==> src/hdl/bbe_pkg.sv <==
package bbe_pkg;

  localparam int ROW_W        = 64;
  localparam int IDX_W        = 6;
  localparam int DIM_W        = 7;
  localparam int MAX_SIDE_DEF = 64;
  localparam int Q_DEPTH      = 8;

  localparam logic [DIM_W-1:0] DIM_RESET = 7'd64;

  typedef struct packed {
    logic [ROW_W-1:0] bits;
    logic [IDX_W-1:0] idx;
    logic             last;
  } result_t;

  typedef struct packed {
    logic push_a;
    logic push_b;
  } push_ctl_t;

endpackage

==> src/hdl/binary_border_extraction.sv <==
// A result row reaches the output through the input stage register, then the output
// queue, after the transfer of the input row that completes it.
// Throughput: one row per cycle while in_ready holds (output queue has room); the final
// row of a frame of two or more rows yields two results, absorbed by the 8-entry queue.
// Reset (synchronous, active high): row counter, stored rows and queue cleared,
// dimension set to 64.
module binary_border_extraction #(
  parameter int MAX_SIDE = bbe_pkg::MAX_SIDE_DEF
) (
  input  logic                      clk,
  input  logic                      rst,
  input  logic                      cfg_wr_en,
  input  logic [bbe_pkg::DIM_W-1:0] cfg_wr_data,
  input  logic                      in_valid,
  output logic                      in_ready,
  input  logic [bbe_pkg::ROW_W-1:0] row_bits,
  output logic                      out_valid,
  input  logic                      out_ready,
  output logic [bbe_pkg::ROW_W-1:0] out_row_bits,
  output logic [bbe_pkg::IDX_W-1:0] out_row_index,
  output logic                      last
);
  import bbe_pkg::*;

  localparam int CNT_W = $clog2(Q_DEPTH + 1);

  logic [DIM_W-1:0]    dimension;
  logic [DIM_W-1:0]    side;
  logic [MAX_SIDE-1:0] mask;
  logic [MAX_SIDE-1:0] row_in;
  logic                final_row;
  logic                in_fire;

  logic [IDX_W-1:0]    row_count;
  logic [MAX_SIDE-1:0] prior_row;
  logic [MAX_SIDE-1:0] older_row;

  logic                s1_valid;
  logic [MAX_SIDE-1:0] s1_above;
  logic [MAX_SIDE-1:0] s1_mid;
  logic [MAX_SIDE-1:0] s1_below;
  logic [IDX_W-1:0]    s1_cnt;
  logic                s1_has_pre;
  logic                s1_final;
  logic [DIM_W-1:0]    s1_side;

  logic [MAX_SIDE-1:0] filtered;
  push_ctl_t           push;
  result_t             push_a_data;
  result_t             push_b_data;
  result_t             head;
  logic [CNT_W-1:0]    q_count;
  logic [1:0]          s1_n;

  always_comb begin
    if (dimension == '0) begin
      side = DIM_W'(1);
    end else if (dimension > DIM_W'(MAX_SIDE)) begin
      side = DIM_W'(MAX_SIDE);
    end else begin
      side = dimension;
    end
  end

  always_comb begin
    for (int j = 0; j < MAX_SIDE; j++) begin
      mask[j] = DIM_W'(j) < side;
    end
  end

  assign row_in    = row_bits[MAX_SIDE-1:0] & mask;
  assign final_row = ({1'b0, row_count} >= side - DIM_W'(1));
  assign in_fire   = in_valid & in_ready;

  always_ff @(posedge clk) begin
    if (rst) begin
      dimension <= DIM_RESET;
    end else if (cfg_wr_en) begin
      dimension <= cfg_wr_data;
    end
  end

  always_ff @(posedge clk) begin
    if (rst) begin
      row_count <= '0;
      prior_row <= '0;
      older_row <= '0;
      s1_valid  <= 1'b0;
    end else begin
      s1_valid <= in_fire;
      if (in_fire) begin
        if (final_row) begin
          row_count <= '0;
          prior_row <= '0;
          older_row <= '0;
        end else begin
          row_count <= row_count + IDX_W'(1);
          prior_row <= row_in;
          older_row <= prior_row;
        end
      end
    end
  end

  // Stored rows are re-masked so a dimension change mid-frame applies at once
  always_ff @(posedge clk) begin
    if (in_fire) begin
      s1_above   <= older_row & mask;
      s1_mid     <= prior_row & mask;
      s1_below   <= row_in;
      s1_cnt     <= row_count;
      s1_has_pre <= (row_count != '0);
      s1_final   <= final_row;
      s1_side    <= side;
    end
  end

  bbe_border #(
    .MAX_SIDE(MAX_SIDE)
  ) u_border (
    .above   (s1_above),
    .mid     (s1_mid),
    .below   (s1_below),
    .idx     (s1_cnt - IDX_W'(1)),
    .side    (s1_side),
    .filtered(filtered)
  );

  // Predecessor goes first, then the final row with last set
  always_comb begin
    push.push_a = s1_valid & (s1_has_pre | s1_final);
    push.push_b = s1_valid & s1_has_pre & s1_final;
    push_b_data.bits = ROW_W'(s1_below);
    push_b_data.idx  = s1_cnt;
    push_b_data.last = 1'b1;
    if (s1_has_pre) begin
      push_a_data.bits = ROW_W'(filtered);
      push_a_data.idx  = s1_cnt - IDX_W'(1);
      push_a_data.last = 1'b0;
    end else begin
      push_a_data = push_b_data;
    end
  end

  assign s1_n = {1'b0, push.push_a} + {1'b0, push.push_b};

  // Leave room for the item in the stage register and one more that may yield two
  assign in_ready = ({1'b0, q_count} + (CNT_W + 1)'(s1_n) + (CNT_W + 1)'(2))
                    <= (CNT_W + 1)'(Q_DEPTH);

  bbe_out_queue #(
    .DEPTH(Q_DEPTH)
  ) u_out_queue (
    .clk        (clk),
    .rst        (rst),
    .push       (push),
    .push_a_data(push_a_data),
    .push_b_data(push_b_data),
    .out_valid  (out_valid),
    .out_ready  (out_ready),
    .head       (head),
    .count      (q_count)
  );

  assign out_row_bits  = head.bits;
  assign out_row_index = head.idx;
  assign last          = head.last;

`ifndef ASSERT_OFF
  a_queue_bound: assert property (@(posedge clk) disable iff (rst)
    q_count <= CNT_W'(Q_DEPTH))
    else $error("output queue overflow");

  a_frame_restart: assert property (@(posedge clk) disable iff (rst)
    in_fire && final_row |=> row_count == '0)
    else $error("row counter not cleared after final row");

  a_pre_index: assert property (@(posedge clk) disable iff (rst)
    s1_valid && s1_has_pre |-> s1_cnt != '0)
    else $error("predecessor emitted on first row of frame");
`endif

endmodule

==> src/hdl/bbe_border.sv <==
module bbe_border #(
  parameter int MAX_SIDE = bbe_pkg::MAX_SIDE_DEF
) (
  input  logic [MAX_SIDE-1:0]       above,
  input  logic [MAX_SIDE-1:0]       mid,
  input  logic [MAX_SIDE-1:0]       below,
  input  logic [bbe_pkg::IDX_W-1:0] idx,
  input  logic [bbe_pkg::DIM_W-1:0] side,
  output logic [MAX_SIDE-1:0]       filtered
);
  import bbe_pkg::*;

  logic [MAX_SIDE-1:0] inner;
  logic [MAX_SIDE-1:0] full;
  logic                active;

  // Interior columns: 1 .. side-2
  always_comb begin
    for (int j = 0; j < MAX_SIDE; j++) begin
      inner[j] = (j != 0) && (DIM_W'(j) < side - DIM_W'(1));
    end
  end

  // Only interior rows of an image of at least three rows are filtered
  assign active = (side >= DIM_W'(3)) && (idx != '0) &&
                  ({1'b0, idx} <= side - DIM_W'(2));

  assign full = (above << 1) & above & (above >> 1)
              & (mid << 1) & (mid >> 1)
              & (below << 1) & below & (below >> 1)
              & inner;

  assign filtered = active ? (mid & ~full) : mid;

endmodule

==> src/hdl/bbe_out_queue.sv <==
module bbe_out_queue #(
  parameter  int DEPTH = bbe_pkg::Q_DEPTH,
  localparam int CNT_W = $clog2(DEPTH + 1),
  localparam int PTR_W = $clog2(DEPTH)
) (
  input  logic              clk,
  input  logic              rst,
  input  bbe_pkg::push_ctl_t push,
  input  bbe_pkg::result_t  push_a_data,
  input  bbe_pkg::result_t  push_b_data,
  output logic              out_valid,
  input  logic              out_ready,
  output bbe_pkg::result_t  head,
  output logic [CNT_W-1:0]  count
);
  import bbe_pkg::*;

  // DEPTH is a power of two so the pointers wrap on their own
  result_t          q [DEPTH];
  logic [PTR_W-1:0] wr;
  logic [PTR_W-1:0] rd;
  logic [1:0]       n_push;
  logic             pop;

  assign n_push    = {1'b0, push.push_a} + {1'b0, push.push_b};
  assign out_valid = (count != '0);
  assign pop       = out_valid & out_ready;
  assign head      = q[rd];

  always_ff @(posedge clk) begin
    if (rst) begin
      wr    <= '0;
      rd    <= '0;
      count <= '0;
    end else begin
      wr    <= wr + PTR_W'(n_push);
      rd    <= rd + PTR_W'(pop);
      count <= count + CNT_W'(n_push) - CNT_W'(pop);
    end
  end

  always_ff @(posedge clk) begin
    if (push.push_a) begin
      q[wr] <= push_a_data;
    end
    if (push.push_b) begin
      q[wr + PTR_W'(1)] <= push_b_data;
    end
  end

endmodule
==> config.mk <==
export PLATFORM = sky130hd
export DESIGN_NAME = binary_border_extraction
export DESIGN_NICKNAME = d
export VERILOG_FILES = /design/src/hdl/bbe_pkg.sv /design/src/hdl/binary_border_extraction.sv /design/src/hdl/bbe_border.sv /design/src/hdl/bbe_out_queue.sv
export SDC_FILE = /design/constraint.sdc
export NUM_CORES = 2
export LEC_CHECK = 0
export BUFFER_PORTS_ARGS = -buffer_cell sky130_fd_sc_hd__buf_2
export CAP_MARGIN = 20
export CORE_UTILIZATION = 30
export CTS_CLUSTER_DIAMETER = 150
export CTS_CLUSTER_SIZE = 40
export DETAILED_ROUTE_END_ITERATION = 10
export PLACE_DENSITY = 0.5
export SLEW_MARGIN = 10
export SYNTH_ARGS = -nofsm -noshare
export SYNTH_HDL_FRONTEND = slang
export SYNTH_SLANG_ARGS = --single-unit
==> constraint.sdc <==
create_clock -name clk -period 11.2 [get_ports clk]
set_input_delay 1.12 -clock clk [delete_from_list [all_inputs] [get_ports clk]]
set_output_delay 1.12 -clock clk [all_outputs]
set_load 0.05 [all_outputs]
==> impl.org <==
** Cells and area
- At the end of the flow, the number of nets in the layout was 3625.
- Fraction of the core area covered by cells at the end of the flow :: 32.8%
- The count of cells in the finished layout, fillers not included, comes to ~5400.
- Area overhead of the layout relative to synthesis :: 8.35%
- Most used cells in the layout excluding fill and tap cells :: 767 x edfxtp_1, 580 x nand2_1, 494 x o21ai_0
- The layout has 14255 filler cells.
- Fraction of layout cells with a size suffix above 1 :: 15.4%
- Most common cell after layout, fill and taps aside :: edfxtp_1

** Global route
- Entering global routing, the biggest net connects between 100 and 150 pins.
- The first global-routing pass estimated ~220 mm of wire.
- Antenna violations before repair :: 9
- For this run the aggregate overflow at the end of global routing stands at 0.
- Global routing used 20.8% of the available tracks across all layers.
- Number of global-route vias before repair :: ~29000

** Power
- Relative contribution of the clock network to total power :: 16.9%
- The internal portion of the total power is 5.56 mW.
- After layout, the design draws a total of 9.13 mW.
- Registers are responsible for between 50% and 60% of the overall power.
- Worst IR drop on VDD :: 122 uV
- Net Switching :: 3.57 mW
- Switching portion of total power :: 39.1%
- In this run the static leakage power is about 15 nW.
- For this design the ratio of total power to cell area is 194 nW/um^2.
- Combinational cells account for 31.8% of the total power.

** STA
- For the pin with the worst max-slew slack, the measured transition is 1.15 ns.
- For this run, the top clock speed supported by timing is 181 MHz.
- Hold Fails Final Rpt :: 0
- Fin Setup TNS :: 0 ns
- Setup repair after global routing missed its margin :: no
- The clock arrives with 0.0528 ns of skew.
- The worst path needs 5.52 ns of the cycle, external delays included.
- Setup slack on the critical path of the routed design comes to approximately 5.7 ns.
- The final critical path takes up 49.3% of the cycle.
- The max-slew violation total from the final report is 0.
- Setup violations remaining at the end of the flow were counted as 0.
- Max transition margin :: 22.3%

** Clock tree
- Post-cts gate resize count :: 0
- The number of setup buffers added after CTS is 0.
- CTS tree :: yes
- CTS placed an instance of clkbuf_16 at the clock tree root.
- Clock tree sinks :: 927
- Maximum clock insertion buffer count :: 3
- TritonCTS created 27 clock buffers.
- The later pin in the worst-skew pair is clocked with a latency of 0.71 ns.
- In this run the number of H-tree levels came out at 1.
- Clock slew at the register clock pins of the worst setup and hold paths :: about 0.15 ns
- Cts hold-fix bufs :: 0

** Min path
- Worst min path class :: register to register

** Setup path
- Critical Path Start Type :: register
- The worst setup path is captured at an output port.
- CP Data Required Time :: 10.08 ns
- Arrival @ worst endpoint :: 4.40 ns
- Critical path class :: register to output port
- Highest net fanout along the worst path :: 39

** Synth
- Counting every net in the synthesized netlist gives 3668.
- Sequential share of the synthesized area :: 60.5%
- The synthesized design devotes to its leading area cell type 53.1% of total area.
- During synthesis, Yosys emitted a total of 0 warnings.
- Most used flip-flop cell after synthesis :: edfxtp_1
- After synthesis, the mean cell area works out to 12.2 sq um.
- The synthesized design contains 927 register bits.
- Cells taking the most area after synthesis :: edfxtp_1 53%, dfxtp_1 7.4%, mux4_2 7.4%
- Synthesized instance count :: ~3600
- In this run the cell area of the synthesized design comes to around 43000 sq um.
- Number of synthesized flops with an enable pin :: approximately 770
- Share of flip-flops with an asynchronous set or reset after synthesis :: 0%
- The netlist uses 78 different library cells.
- Post-synthesis cell type with the largest combined area :: edfxtp_1

** Die
- From left edge to right edge, the die measures 382 um.
- The die covers 146000 sq um.
- Pin placement for this block handled 149 I/O pins.
- The floorplan has between 100 and 150 rows.
- The floorplan step defined a core boundary enclosing approximately 140000 sq um.
- For this configuration, the core starts out at a cell density of 30.2%.
- Vertical extent of the die :: 382 um

** Detailed routing
- In this run, the number of DRC markers left after iteration 0 of detailed routing was 3598.
- After detailed routing, the number of remaining DRC violations is 0.
- Routed via count :: 29925
- In the routed layout, each cell is associated on average with a via count of around 5.5.
- WL/cell :: between 20 and 30 um
- The count of nets left with antenna violations once routing finished came out at 0.
- The first detailed-routing pass took 5 iterations.
- Total wire length after detailed routing :: 156 mm

** Job
- Maximum capacitance violations :: 0

** Run status
- The flow ran to the end, and the final reports show no timing, DRC or antenna violations.

** Place
- Routability-driven placement congestion ratio :: 0.920
- The number of placed instances, taps included, is between 5000 and 6000.
- PortBufs :: between 100 and 150
- Prior to clock tree synthesis, the placed netlist has a worst setup slack of approximately 5.9 ns.
- Dpl hpwl :: between 90 and 100 mm
metal layers:
| metal | share of wire, % | global-route usage, % | wire, um |
|---|---|---|---|
| met4 | 2.8 | 5.66 | 4350 |
| met5 | 0.029 | 0 | 45 |
| met1 | 44 | 29.5 | 68000 |
| met2 | 46 | 33.2 | 71800 |
| met3 | 7.7 | 2.71 | 12000 |
sequential cells by signal, summed over array words and instances, names as in the netlist:
name / count
s1_mid: 64
dimension: 7
u_out_queue.rd: 3
prior_row: 64
s1_below: 64
s1_final: 1
older_row: 64
s1_cnt: 6
u_out_queue.wr: 3
u_out_queue.q: 568
s1_valid: 1
s1_side: 7
s1_has_pre: 1
s1_above: 64
u_out_queue.count: 4
row_count: 6
cell usage after synthesis (all sizes together), types with 16 or more instances:
cell type and number:
dfxtp 160, nor3 21, xnor2 17, edfxtp 767, and2 112, nand2b 16, buf 52, inv 45
clkbuf 233, mux2 73, and3 27, a32o 32, nor2 101, o21ai 537, nand2 593, mux4 142
ha 37, nand3 70, nor2b 96, nand4 36, a21oi 39, a22o 174
final cells by class:
type                       instances  area (sq um)  area share, %
antenna                            1          2.50        0.00532
sequential                       927         26200           55.8
clock buffer                      47           751           1.60
timing repair buffer             213          1260           2.68
inverter                          46           180          0.383
multi-input combinational       2294         16100           34.3
clock inverter                     2          41.3         0.0878
tap                             1903          2380           5.07
per-stage QoR:
step	area (sq um)	hold slack [ns]
finish	47000	0.461
global placement	46200	0.433
detailed placement	46200	0.425
global route	47000	0.467
CTS	47000	0.460
floorplan	43400	0.434
cell families after synthesis:
kind of cell | count (synthesis) | synth area share (%)
muxes | 225 | 9.50
adders and majority gates | 40 | 1.21
xor gates and xnor gates | 29 | 0.585
buffers and inverters | 331 | 2.92
DFF | 927 | 60.5
AOI/OAI and AO/OA | 884 | 13.3
and+or+nand+nor | 1116 | 12.0
final timing paths:
path	from	endpoint	slack, ns	depth (start not counted)
setup / recovery	u_out_queue.rd[0]	out_row_bits[50]	5.68	6
setup reg to reg	s1_has_pre	older_row[42]	5.80	16
hold reg to reg	older_row[0]	s1_above[0]	0.46	0
hold / removal	older_row[0]	s1_above[0]	0.46	0
critical path, cell delays in order, from the launching register on:
cell and delay, ns:
dfxtp_4 0.81, buf_4 0.78, buf_4 0.58, buf_16 0.30, mux4_2 0.54, mux2_2 0.32
buf_2 0.22
power groups by stage:
stage | clock network, mW | logic [mW] | registers (mW)
floorplan | 0 | 2.16 | 4.39
global placement | 0 | 2.89 | 4.73
detailed placement | 0 | 2.91 | 4.74
CTS | 1.56 | 2.91 | 4.66
global route | 1.65 | 3.08 | 4.72
finish | 1.54 | 2.91 | 4.68
(Power assumes the default switching activity.)
